File: config.mk
export PLATFORM = sky130hd
export DESIGN_NAME = mono_to_rgb444_lcd_stream
export DESIGN_NICKNAME = d
export VERILOG_FILES = /design/src/hw/rtl/m2r_pkg.sv /design/src/hw/rtl/mono_to_rgb444_lcd_stream.sv /design/src/hw/rtl/m2r_burst_gen.sv
export SDC_FILE = /design/constraint.sdc
export NUM_CORES = 1
export LEC_CHECK = 0
export BUFFER_PORTS_ARGS = -buffer_cell sky130_fd_sc_hd__buf_2
export CAP_MARGIN = 25
export CORE_AREA = 5 5 275 277
export CTS_CLUSTER_DIAMETER = 50
export CTS_CLUSTER_SIZE = 12
export DETAILED_ROUTE_END_ITERATION = 10
export DIE_AREA = 0 0 280 282
export PLACE_DENSITY = 0.49
export SLEW_MARGIN = 25
export SYNTH_ARGS = -nofsm -noshare
export SYNTH_HDL_FRONTEND = slang
export SYNTH_SLANG_ARGS = --single-unit
File: constraint.sdc
create_clock -name clk_i -period 9.6 [get_ports clk_i]
set_clock_uncertainty 0.2 [all_clocks]
set_input_delay 0.96 -clock clk_i [delete_from_list [all_inputs] [get_ports clk_i]]
set_output_delay 0.96 -clock clk_i [all_outputs]
set_load 0.01 [all_outputs]
File: src/hw/rtl/m2r_pkg.sv
// Shared types and constants for the mono to RGB444 LCD byte stream block.
// No dependencies; imported by m2r_burst_gen and mono_to_rgb444_lcd_stream.
package m2r_pkg;

  // Controller command opcodes.
  localparam logic [7:0] OpColumnSet = 8'h2A;
  localparam logic [7:0] OpRowSet    = 8'h2B;
  localparam logic [7:0] OpMemWrite  = 8'h2C;

  // Pixel nibbles: a set bit draws black, a clear bit white.
  localparam logic [3:0] NibSet   = 4'h0;
  localparam logic [3:0] NibClear = 4'hF;

  // Longest burst of bytes caused by one request, and header length.
  localparam int unsigned BurstLen  = 12;
  localparam logic [3:0]  HeaderLen = 4'd11;
  localparam int unsigned CountW    = 33;

  // Register indexes of the configuration port.
  localparam logic [2:0] RegColStart = 3'd0;
  localparam logic [2:0] RegRowStart = 3'd1;
  localparam logic [2:0] RegColEnd   = 3'd2;
  localparam logic [2:0] RegRowEnd   = 3'd3;

  // Request action codes.
  localparam logic ActStart = 1'b0;
  localparam logic ActFrame = 1'b1;

  typedef struct packed {
    logic [15:0] col_start;
    logic [15:0] row_start;
    logic [15:0] col_end;
    logic [15:0] row_end;
  } cfg_t;

  // One request's worth of output bytes, byte 0 sent first.
  typedef struct packed {
    logic [BurstLen-1:0][7:0] bytes;
    logic [BurstLen-1:0]      is_data;
    logic [3:0]               count;
    logic                     last;
  } burst_t;

endpackage

File: src/hw/rtl/mono_to_rgb444_lcd_stream.sv
// Mono frame to RGB444 LCD controller byte stream, top level.
// The first byte of a request's burst is registered and valid in the cycle after accept.
// Throughput: a request holds the output shifter for its byte count (11 for a
// start, up to 12 for a frame byte), one byte per cycle while the output is not
// stalled; the next request is taken as the last byte leaves.
// Reset: registers to 0, 0, 239, 239, no active window, output empty.
module mono_to_rgb444_lcd_stream (
  input  logic        clk_i,
  input  logic        rst_ni,
  // Configuration write port.
  input  logic        cfg_we_i,
  input  logic [2:0]  cfg_idx_i,
  input  logic [15:0] cfg_wdata_i,
  // Input request channel.
  input  logic        in_valid_i,
  output logic        in_stall_o,
  input  logic        action_i,
  input  logic [7:0]  mono_bits_i,
  // Output byte channel.
  output logic        out_valid_o,
  input  logic        out_stall_i,
  output logic [7:0]  out_byte_o,
  output logic        is_data_o,
  output logic        last_o
);
  import m2r_pkg::*;

  cfg_t                     cfg_q;
  logic [CountW-1:0]        pl_q;
  logic [CountW-1:0]        pl_d;
  logic                     active_q;
  logic                     active_d;
  logic [BurstLen-1:0][7:0] byte_q;
  logic [BurstLen-1:0]      data_q;
  logic [3:0]               rem_q;
  logic                     last_q;
  burst_t                   burst;
  logic                     in_acc;
  logic                     out_acc;

  // Configuration registers; unknown indexes are dropped.
  always_ff @(posedge clk_i or negedge rst_ni) begin
    if (!rst_ni) begin
      cfg_q.col_start <= 16'd0;
      cfg_q.row_start <= 16'd0;
      cfg_q.col_end   <= 16'd239;
      cfg_q.row_end   <= 16'd239;
    end else if (cfg_we_i) begin
      case (cfg_idx_i)
        RegColStart: cfg_q.col_start <= cfg_wdata_i;
        RegRowStart: cfg_q.row_start <= cfg_wdata_i;
        RegColEnd:   cfg_q.col_end   <= cfg_wdata_i;
        RegRowEnd:   cfg_q.row_end   <= cfg_wdata_i;
        default: ;
      endcase
    end
  end

  m2r_burst_gen u_gen (
    .cfg_i         (cfg_q),
    .action_i      (action_i),
    .mono_bits_i   (mono_bits_i),
    .pixels_left_i (pl_q),
    .active_i      (active_q),
    .burst_o       (burst),
    .pixels_left_o (pl_d),
    .active_o      (active_d)
  );

  // Handshakes: a new request loads as the final queued byte is taken.
  assign out_valid_o = (rem_q != 4'd0);
  assign out_acc     = out_valid_o && !out_stall_i;
  assign in_stall_o  = out_valid_o && !(out_acc && (rem_q == 4'd1));
  assign in_acc      = in_valid_i && !in_stall_o;

  // Window state.
  always_ff @(posedge clk_i or negedge rst_ni) begin
    if (!rst_ni) begin
      pl_q     <= '0;
      active_q <= 1'b0;
    end else if (in_acc) begin
      pl_q     <= pl_d;
      active_q <= active_d;
    end
  end

  // Output shifter control.
  always_ff @(posedge clk_i or negedge rst_ni) begin
    if (!rst_ni) begin
      rem_q  <= 4'd0;
      last_q <= 1'b0;
    end else if (in_acc) begin
      rem_q  <= burst.count;
      last_q <= burst.last;
    end else if (out_acc) begin
      rem_q  <= rem_q - 4'd1;
    end
  end

  // Output shifter payload; byte 0 is on the port.
  always_ff @(posedge clk_i) begin
    if (in_acc) begin
      byte_q <= burst.bytes;
      data_q <= burst.is_data;
    end else if (out_acc) begin
      byte_q <= byte_q >> 8;
      data_q <= data_q >> 1;
    end
  end

  assign out_byte_o = byte_q[0];
  assign is_data_o  = data_q[0];
  assign last_o     = last_q && (rem_q == 4'd1);

  // The window is active exactly while pixels remain.
  assert property (@(posedge clk_i) disable iff (!rst_ni)
    active_q == (pl_q != '0))
    else $error("window active flag disagrees with pixel count");

  // A burst never holds more bytes than the shifter.
  assert property (@(posedge clk_i) disable iff (!rst_ni)
    rem_q <= 4'(BurstLen))
    else $error("output burst count out of range");

  // The final byte of a transfer is only shown once the window has closed.
  assert property (@(posedge clk_i) disable iff (!rst_ni)
    (out_valid_o && last_o) |-> !active_q)
    else $error("last byte shown while window still active");

  // A stalled byte stays queued.
  assert property (@(posedge clk_i) disable iff (!rst_ni)
    (out_valid_o && out_stall_i) |=> out_valid_o)
    else $error("stalled output byte dropped");

endmodule

File: src/hw/rtl/m2r_burst_gen.sv
// Builds the full byte burst for one request: window header or packed pixels.
// Depends on m2r_pkg for the config and burst types.
module m2r_burst_gen (
  input  m2r_pkg::cfg_t                   cfg_i,
  input  logic                            action_i,
  input  logic [7:0]                      mono_bits_i,
  input  logic [m2r_pkg::CountW-1:0]      pixels_left_i,
  input  logic                            active_i,
  output m2r_pkg::burst_t                 burst_o,
  output logic [m2r_pkg::CountW-1:0]      pixels_left_o,
  output logic                            active_o
);
  import m2r_pkg::*;

  logic [16:0]       span_col;
  logic [16:0]       span_row;
  logic [CountW-1:0] area;
  logic              area_zero;
  logic [3:0]        npix;
  logic [CountW-1:0] left_next;
  logic [3:0]        frame_count;
  burst_t            hdr;
  burst_t            frm;

  // Window spans; an end below its start gives an empty span.
  always_comb begin
    span_col = (cfg_i.col_end < cfg_i.col_start) ? 17'd0 :
               ({1'b0, cfg_i.col_end} - {1'b0, cfg_i.col_start} + 17'd1);
    span_row = (cfg_i.row_end < cfg_i.row_start) ? 17'd0 :
               ({1'b0, cfg_i.row_end} - {1'b0, cfg_i.row_start} + 17'd1);
    // The largest area, 65536 * 65536, still fits the pixel count.
    area      = {16'd0, span_col} * {16'd0, span_row};
    area_zero = (span_col == 17'd0) || (span_row == 17'd0);
  end

  // Window header: column-set, x pair, row-set, y pair, memory-write.
  always_comb begin
    hdr.bytes          = '0;
    hdr.bytes[0]       = OpColumnSet;
    hdr.bytes[1]       = cfg_i.col_start[15:8];
    hdr.bytes[2]       = cfg_i.col_start[7:0];
    hdr.bytes[3]       = cfg_i.col_end[15:8];
    hdr.bytes[4]       = cfg_i.col_end[7:0];
    hdr.bytes[5]       = OpRowSet;
    hdr.bytes[6]       = cfg_i.row_start[15:8];
    hdr.bytes[7]       = cfg_i.row_start[7:0];
    hdr.bytes[8]       = cfg_i.row_end[15:8];
    hdr.bytes[9]       = cfg_i.row_end[7:0];
    hdr.bytes[10]      = OpMemWrite;
    hdr.is_data        = 12'b0011_1101_1110;
    hdr.count          = HeaderLen;
    hdr.last           = area_zero;
  end

  // Pixel count for this frame byte, clipped to what the window still needs.
  always_comb begin
    npix        = (pixels_left_i < CountW'(8)) ? {1'b0, pixels_left_i[2:0]} : 4'd8;
    left_next   = pixels_left_i - CountW'(npix);
    frame_count = {npix[3:1], 1'b0} + {1'b0, npix[3:1]} + {2'b00, npix[0], 1'b0};
  end

  // Pack pixel pairs into three bytes; a lone final pixel pads with white.
  always_comb begin
    logic [3:0] na;
    logic [3:0] nb;
    frm.bytes   = '0;
    frm.is_data = '1;
    frm.count   = frame_count;
    frm.last    = (left_next == '0);
    for (int j = 0; j < 4; j++) begin
      na = mono_bits_i[2*j]     ? NibSet : NibClear;
      nb = mono_bits_i[2*j + 1] ? NibSet : NibClear;
      frm.bytes[3*j]     = {na, na};
      frm.bytes[3*j + 1] = {na, ((4'(2*j + 1) < npix) ? nb : NibClear)};
      frm.bytes[3*j + 2] = {nb, nb};
    end
  end

  // Select the burst and the next window state.
  always_comb begin
    if (action_i == ActStart) begin
      burst_o       = hdr;
      pixels_left_o = area;
      active_o      = !area_zero;
    end else if (!active_i || (pixels_left_i == '0)) begin
      burst_o       = frm;
      burst_o.count = 4'd0;
      pixels_left_o = pixels_left_i;
      active_o      = 1'b0;
    end else begin
      burst_o       = frm;
      pixels_left_o = left_next;
      active_o      = (left_next != '0);
    end
  end

endmodule

==> metrics.cfg, run 1 <==
[yosys]
synth.most_common_cell = nand2_1
yosysWarnings = 0
synth_common_cells = nand2_1 (384), inv_1 (355), fa_1 (240)
avgSynthCellArea_um2 = 8.88
ys_ff_latch = 200
synth_top_area_share_pct = 22.2
syn_nets = 2890
ys_seq_area_share_pct = 25.4
yosys.area.top_type = fa_1
synth.distinct_cells = 91
netlist_top_cells_area = fa_1 (22%), edfxtp_1 (13%), dfrtp_1 (10%)
synth_edf_count = 97
synthCells = 2441
synth-async-reset-ratio_pct = 51.5
synthFlopType = edfxtp_1
syn_area_um2 = 21700

[cts]
cts_setup_buffers = 0
clock_latency_ns = 0.46
cts.path.max_buffers = 2
cts-root-buf = clkbuf_16
tritoncts = done
numCtsBuffers = 17
path_clk_slew_ns = 0.09
cts_sinks = 200
cts_max_level = 4

[critical_path]
r2r_start = cfg_q[1]
start_kind = register
cp_max_fo = 9
r2r_end = pl_q[25]
cp.required_ns = 9.69
crit_path_max_incr_delay_ns = 0.56
r2r_slack_ns = 0.49
worst_path_max_delay_cell = fa_1
cp-end-kind = register
crit_top_cell = fa_1
critPathKind = reg -> reg
arrival_ns = 9.21
r2r_cells = 32

[global_route]
gr-total-overflow = 0
grt_pass1_vias = 17675
grt_pass1_wl_um = 104000
grt_max_degree = 77
grt.total_usage_pct = 16.8
antenna_found_initial = 2

[die]
row_count = 99
dieHeight_um = 282
die_w_um = 280
die_area_um2 = 79000
core_um2 = 72600
initial_utilization_pct = 29.9
num_io_pins = 45

[drt]
drc_errors = 0
drt_wl_total_um = 66600
antenna_left = 0
drt-initial-drc-count = 1198
num_vias = 17325
avgRoutedWirePerCell_um = 19.4
viasPerCell = 5.06
dr.pass1.iters = 5

[timing]
drv_slew = 0
grt_setup_unrepaired = false
fin_crit_ns = 9.11
hold_violations = 0
worst_slew_pin_slew_ns = 1.09
max_slew_margin_pct = 27.0
totalNegativeSetupSlack_ns = 0
fmax_mhz = 110
fin_crit_sh_pct = 94.9
holdWs_ns = 0.269
setup_viol = 0

[cells_and_area]
fin_util_pct = 32.7
fillers = 7676
drive_gt1_share_pct = 9.12
syn_to_final_growth_pct = 9.54
final_nets = 2904
stdcell_count = 3427
antenna_cells = 0

[power]
cellPowerDensity_nw_per_um2 = 370
power.leakage_uw = 0.0108
power.total_uw = 8780
vdd_ir_drop_max_mv = 0.232

[status]
status = finished clean

[place]
gp_congestion = 0.915
dp.cells = 3395
io_buffers = 44
hpwlAfterDp_um = 53600

[job]
maxCapViolCount = 0

[worst_hold_path]
hold_class = in -> async

state kept, by name (all words and copies together) (netlist names):
signal      flops
rem_q           4
pl_q           33
cfg_q          64
out_byte_o      8
last_q          1
active_q        1
byte_q         77
data_q         12
metrics by stage:
stage	area [um2]	setup WS (ns)
global placement	23100	0.400
floorplan	21700	0.982
detailed placement	23100	0.219
global route	23800	0.0319
CTS	23700	0.159
finish	23800	0.488
critical path, delay by kind of cell, from the launching register on:
kind	cells	cell delay, ns
adders and majority gates	10	4.45
AOI/OAI and AO/OA	11	2.46
and+or+nand+nor	4	0.78
DFF	1	0.55
buffers and inverters	6	0.33
muxes	1	0.17
cell families (layout without fill, tap and decap cells):
kind of cell | after synthesis | after routing | synth area share [%]
AND/OR/NAND/NOR | 811 | 811 | 16.9
buffers and inverters | 466 | 493 | 8.34
AO/OA/AOI/OAI | 452 | 452 | 12.8
adder cells (fa/ha/maj) | 416 | 416 | 32.3
flip-flops | 200 | 200 | 25.4
XOR/XNOR | 55 | 55 | 2.22
multiplexers | 40 | 40 | 2.02
other | 1 | 1 | 0.0173
cell usage in the layout, fill, tap and decap left out, types with 13 or more instances in the layout:
master	n
a31oi_1	19
mux2_2	30
nand3_1	29
buf_4	60
and2_1	18
nand2_1	383
xor2_1	19
o22ai_1	13
inv_1	354
fa_1	240
o21a_1	13
nand2b_1	29
a211oi_1	16
buf_2	43
nor3_1	44
clkbuf_16	17
nor2b_1	14
nor4_1	18
xnor2_1	34
edfxtp_1	97
dfrtp_1	89
a21oi_1	102
dfstp_2	14
o21ai_0	177
a21o_1	22
nor2_1	188
ha_1	176
power by group:
part	switching [uW]	leakage [uW]	internal, uW
clock	360	0.000291	358
combinational	4220	0.00830	2320
sequential	224	0.00220	1300
timing repair:
item	CTS	global route
hold buffers	0	0
endpoints found under the setup margin	0	11
endpoints found under the hold margin	0	0
resized for setup	0	10
final cells by class:
cell class / count / area [um2] / area share (%)
Multi-Input combinational cell: 1775 / 14400 / 60.8
Sequential cell: 200 / 5510 / 23.2
Inverter: 357 / 1340 / 5.65
Tap cell: 959 / 1200 / 5.05
Timing Repair Buffer: 104 / 677 / 2.85
Clock buffer: 18 / 429 / 1.81
Clock inverter: 14 / 150 / 0.632
layer usage:
| metal | track usage [%] | vias up | routed length, um | part of all wire [%] |
|---|---|---|---|---|
| met5 | 0 | - | 8 | 0.012 |
| met4 | 3.84 | 2 | 1480 | 2.2 |
| met3 | 3.25 | 81 | 3710 | 5.6 |
| met2 | 28.2 | 413 | 31800 | 48 |
| met1 | 22.7 | 8751 | 29600 | 45 |
| li1 | - | 8078 | - | - |
worst max path at each step:
stage | end | depth (start not counted) | slack (ns) | start
after global placement | pl_q[29] | 32 | 0.40 | cfg_q[1]
after floorplan | pl_q[32] | 36 | 0.98 | cfg_q[1]
final | pl_q[25] | 32 | 0.49 | cfg_q[1]
after CTS | pl_q[25] | 32 | 0.16 | cfg_q[1]
after global routing | pl_q[29] | 34 | 0.03 | cfg_q[36]
after detailed placement | pl_q[25] | 32 | 0.22 | cfg_q[1]
No activity file was read; power rests on OpenSTA's default activity.
==> inputs of run 2 (changes only) <==
CAP_MARGIN = not set   (was 25)
CELL_PAD_IN_SITES_DETAIL_PLACEMENT = 1   (was not set)
CELL_PAD_IN_SITES_GLOBAL_PLACEMENT = 1   (was not set)
CTS_CLUSTER_SIZE = not set   (was 12)
PLACE_DENSITY = 0.58   (was 0.49)
==> metrics.cfg, run 2 (synthesized netlist as in run 1, its figures left out) <==
[status]
status = finished clean

[critical_path]
r2r_slack_ns = 0.35
cp-end-kind = register
arrival_ns = 9.34
crit_top_cell = fa_1
r2r_end = pl_q[25]
crit_path_max_incr_delay_ns = 0.56
r2r_start = cfg_q[17]
cp_max_fo = 5
cp.required_ns = 9.69
critPathKind = reg -> reg
r2r_cells = 32
worst_path_max_delay_cell = dfstp_2
start_kind = register

[cts]
tritoncts = done
cts_sinks = 200
clock_latency_ns = 0.46
cts-root-buf = clkbuf_16
numCtsBuffers = 17
cts.path.max_buffers = 2
cts_setup_buffers = 0
ctsHoldBuffers = 0
cts_max_level = 4
cts.repair.resized = 0
path_clk_slew_ns = 0.09

[timing]
fin_ws_ns = 0.351
hold_violations = 0
worst_slew_pin_slew_ns = 0.900
totalNegativeSetupSlack_ns = 0
fin_crit_sh_pct = 96.3
setup_viol = 0
grt_setup_unrepaired = false
max_slew_margin_pct = 40.0
fin_crit_ns = 9.25
drv_slew = 0
fmax_mhz = 108

[global_route]
antenna_found_initial = 1
grt.total_usage_pct = 18.6
grt_pass1_wl_um = 114000
gr-total-overflow = 0
grt_max_degree = 87
grt_pass1_vias = 19364

[drt]
avgRoutedWirePerCell_um = 21.3
drt_wl_total_um = 73200
dr.pass1.iters = 6
drt-initial-drc-count = 1053
antenna_left = 0
num_vias = 17603
viasPerCell = 5.12
drc_errors = 0

[cells_and_area]
layout_common_cells = nand2_1 (384), inv_1 (354), fa_1 (240), nor2_1 (189), ha_1 (176)
drive_gt1_share_pct = 9.60
antenna_cells = 0
top_regs = byte_q (77), cfg_q (64), pl_q (33)
stdcell_count = 3439
regMostFlops = byte_q
largest_reg_flops = 77
final_nets = 2916
final_common_cell = nand2_1
syn_to_final_growth_pct = 10.2

[die]
row_count = 99
num_io_pins = 45
initial_utilization_pct = 29.9
core_um2 = 72600
dieHeight_um = 282
die_area_um2 = 79000
die_w_um = 280

[place]
hpwlAfterDp_um = 59700
gp_congestion = 0.903
io_buffers = 44
dp.cells = 3406
pre_cts_ws_ns = 0.289

[power]
cellPowerDensity_nw_per_um2 = 380
power.leakage_uw = 0.0109
vdd_ir_drop_max_mv = 0.204

[worst_hold_path]
hold_class = in -> async

[job]
maxCapViolCount = 0

==> run 2: cell count changes in the layout (fill, tap and decap cells not counted), sizes merged <==
cell | before | now
clkbuf | 18 | 17
buf | 104 | 116
clkinv | 7 | 5
inv | 363 | 366
==> run 2: cell type report <==
class / instances / area, um2
fillers: 8549 / 48700
multi-input cells: 1775 / 14400
flip-flops and latches: 200 / 5510
inverters: 357 / 1340
well taps: 959 / 1200
repair buffers: 116 / 777
clock buffers: 17 / 425
clock inverters: 15 / 209
==> run 2: routing by layer <==
layer | part of all wire [%] | track usage [%] | vias to the layer above
met4 | 2.0 | 4.04 | 0
met5 | 0 | 0 | -
met1 | 45 | 25.2 | 9140
met2 | 49 | 32.3 | 315
met3 | 3.8 | 1.89 | 73
li1 | - | - | 8075
==> run 2: how the worst max path moves through the flow <==
stage                          from        to  slack (ns)  cells past startpoint
final                     cfg_q[17]  pl_q[25]        0.35                     32
after global routing       cfg_q[1]  pl_q[25]       0.003                     32
after CTS                  cfg_q[1]  pl_q[25]        0.23                     32
after detailed placement   cfg_q[1]  pl_q[25]        0.29                     32
after global placement     cfg_q[1]  pl_q[29]        0.44                     32
after floorplan            cfg_q[1]  pl_q[32]        0.98                     36
==> run 2: worst max-delay path, delay by kind of cell, from the launching register on <==
kind	cells	cell delay, ns
xor+xnor	1	0.26
compound gates	11	2.53
fa+ha+maj	10	4.36
simple gates	3	0.62
flops	1	0.56
buf+inv	6	0.35
mux	1	0.17
==> run 2: per-stage QoR <==
| stage | utilization (%) | hold WS (ns) | power, uW | cell area [um2] |
|---|---|---|---|---|
| after floorplan | - | 0.273 | 5870 | 21700 |
| after global placement | 32.0 | 0.279 | 8190 | 23200 |
| after detailed placement | 32.0 | 0.289 | 8340 | 23200 |
| after CTS | 32.9 | 0.283 | 9180 | 23900 |
| after global routing | 32.9 | 0.302 | 9950 | 23900 |
| final | 32.9 | 0.277 | 9090 | 23900 |
==> run 2: report_power, final <==
part           total [uW]  switching [uW]  leakage [uW]  internal, uW
clock                 787             402      0.000309           385
combinational        6760            4380       0.00836          2380
sequential           1540             233       0.00220          1300
==> inputs of run 3 (changes only) <==
CTS_BUF_LIST = sky130_fd_sc_hd__clkbuf_2 sky130_fd_sc_hd__clkbuf_4 sky130_fd_sc_hd__clkbuf_8   (was not set)
==> metrics.cfg, run 3 (synthesized netlist as in run 1, its figures left out) <==
[cts]
ctsHoldBuffers = 0
cts.path.max_buffers = 2
cts_max_level = 4
clock_latency_ns = 0.50
path_clk_slew_ns = 0.13
numCtsBuffers = 17
cts-root-buf = clkbuf_8
tritoncts = done
cts_setup_buffers = 0
cts_sinks = 200

[place]
hpwlAfterDp_um = 59700
dp.cells = 3406
dpl_cell_area_um2 = 23200
gp_congestion = 0.903
io_buffers = 44

[critical_path]
start_kind = register
cp.required_ns = 9.75
crit_start = cfg_q[17]
arrival_ns = 9.39
crit_path_max_incr_delay_ns = 0.57
r2r_slack_ns = 0.36
cp-end-kind = register
cp_max_fo = 8
critPathKind = reg -> reg
r2r_end = pl_q[32]
r2r_cells = 32
r2r_start = cfg_q[17]
worst_path_max_delay_cell = dfstp_2
crit_top_cell = fa_1

[drt]
num_vias = 17538
antenna_left = 0
drt_wl_total_um = 72900
avgRoutedWirePerCell_um = 21.2
drc_errors = 0
viasPerCell = 5.10
drt-initial-drc-count = 1064
dr.pass1.iters = 5

[cells_and_area]
fillers = 8566
syn_to_final_growth_pct = 9.35
multi_input_area_um2 = 14400
final_nets = 2916
regMostFlops = byte_q
fin_util_pct = 32.7
top_regs = byte_q (77), cfg_q (64), pl_q (33)
final_common_cell = nand2_1
layout_common_cells = nand2_1 (384), inv_1 (354), fa_1 (240), nor2_1 (189), ha_1 (176)
antenna_cells = 0
drive_gt1_share_pct = 9.64
regArea_um2 = 5510
stdcell_count = 3439
design_area_um2 = 23700
largest_reg_flops = 77

[power]
vdd_ir_drop_max_mv = 0.204
power.leakage_uw = 0.0108
power.total_uw = 8910
cellPowerDensity_nw_per_um2 = 376

[global_route]
grt_max_degree = 87
grt.total_usage_pct = 18.5
grt_pass1_wl_um = 113000
grt_pass1_vias = 19286
gr-total-overflow = 0
antenna_found_initial = 1

[job]
maxCapViolCount = 0

[die]
initial_utilization_pct = 29.9
num_io_pins = 45
core_um2 = 72600
dieHeight_um = 282
row_count = 99
die_area_um2 = 79000
die_w_um = 280

[timing]
grt_setup_unrepaired = false
fin_crit_ns = 9.24
setup_viol = 0
fin_crit_sh_pct = 96.2
worst_slew_pin_slew_ns = 0.900
max_slew_margin_pct = 39.3
totalNegativeSetupSlack_ns = 0
fmax_mhz = 108
hold_violations = 0
drv_slew = 0

[worst_hold_path]
hold_class = in -> async

[status]
status = finished clean

## run 3: worst max-delay path by stage
stage | endpoint | slack (ns)
floorplan | pl_q[32] | 0.98
global placement | pl_q[29] | 0.44
detailed placement | pl_q[25] | 0.29
CTS | pl_q[25] | 0.22
global route | pl_q[32] | 0.01
finish | pl_q[32] | 0.36
## run 3: power breakdown
part	total, uW	internal, uW	switching [uW]
logic	6770	2380	4390
clock network	609	232	377
registers	1530	1300	233
## run 3: area by class of cell
type	instances	share of cell area, %
sequential	200	23.2
tap	959	5.06
multi-input combinational	1775	60.9
timing repair buffer	116	3.28
clock buffer	17	0.987
clock inverter	15	0.881
inverter	357	5.66
## run 3: worst max-delay path: cells and delay by family, from the launching register on
family	cells	cell delay (ns)
adders and majority gates	10	4.58
and+or+nand+nor	4	0.60
AOI/OAI and AO/OA	9	2.06
xor gates and xnor gates	3	0.58
DFF	1	0.57
buffers and inverters	6	0.49
## run 3: through the flow
| step | setup WS [ns] | hold WS (ns) |
|---|---|---|
| 2_1_floorplan | 0.982 | 0.273 |
| 3_3_place_gp | 0.443 | 0.279 |
| 3_5_place_dp | 0.289 | 0.289 |
| 4_1_cts | 0.221 | 0.220 |
| 5_1_grt | 0.0149 | 0.234 |
| 6_report | 0.362 | 0.215 |
## run 3: timing repair
action	4_1_cts	5_1_grt
setup endpoints to repair	0	11
gates resized for setup	0	13
hold endpoints to repair	0	0
## run 3: routing by layer
metal / wire length, um / track usage, % / share of wire [%]
met5: 0 / 0 / 0
met4: 1340 / 3.67 / 1.8
met3: 2480 / 1.85 / 3.4
met2: 35800 / 32.2 / 49
met1: 33300 / 25.2 / 46
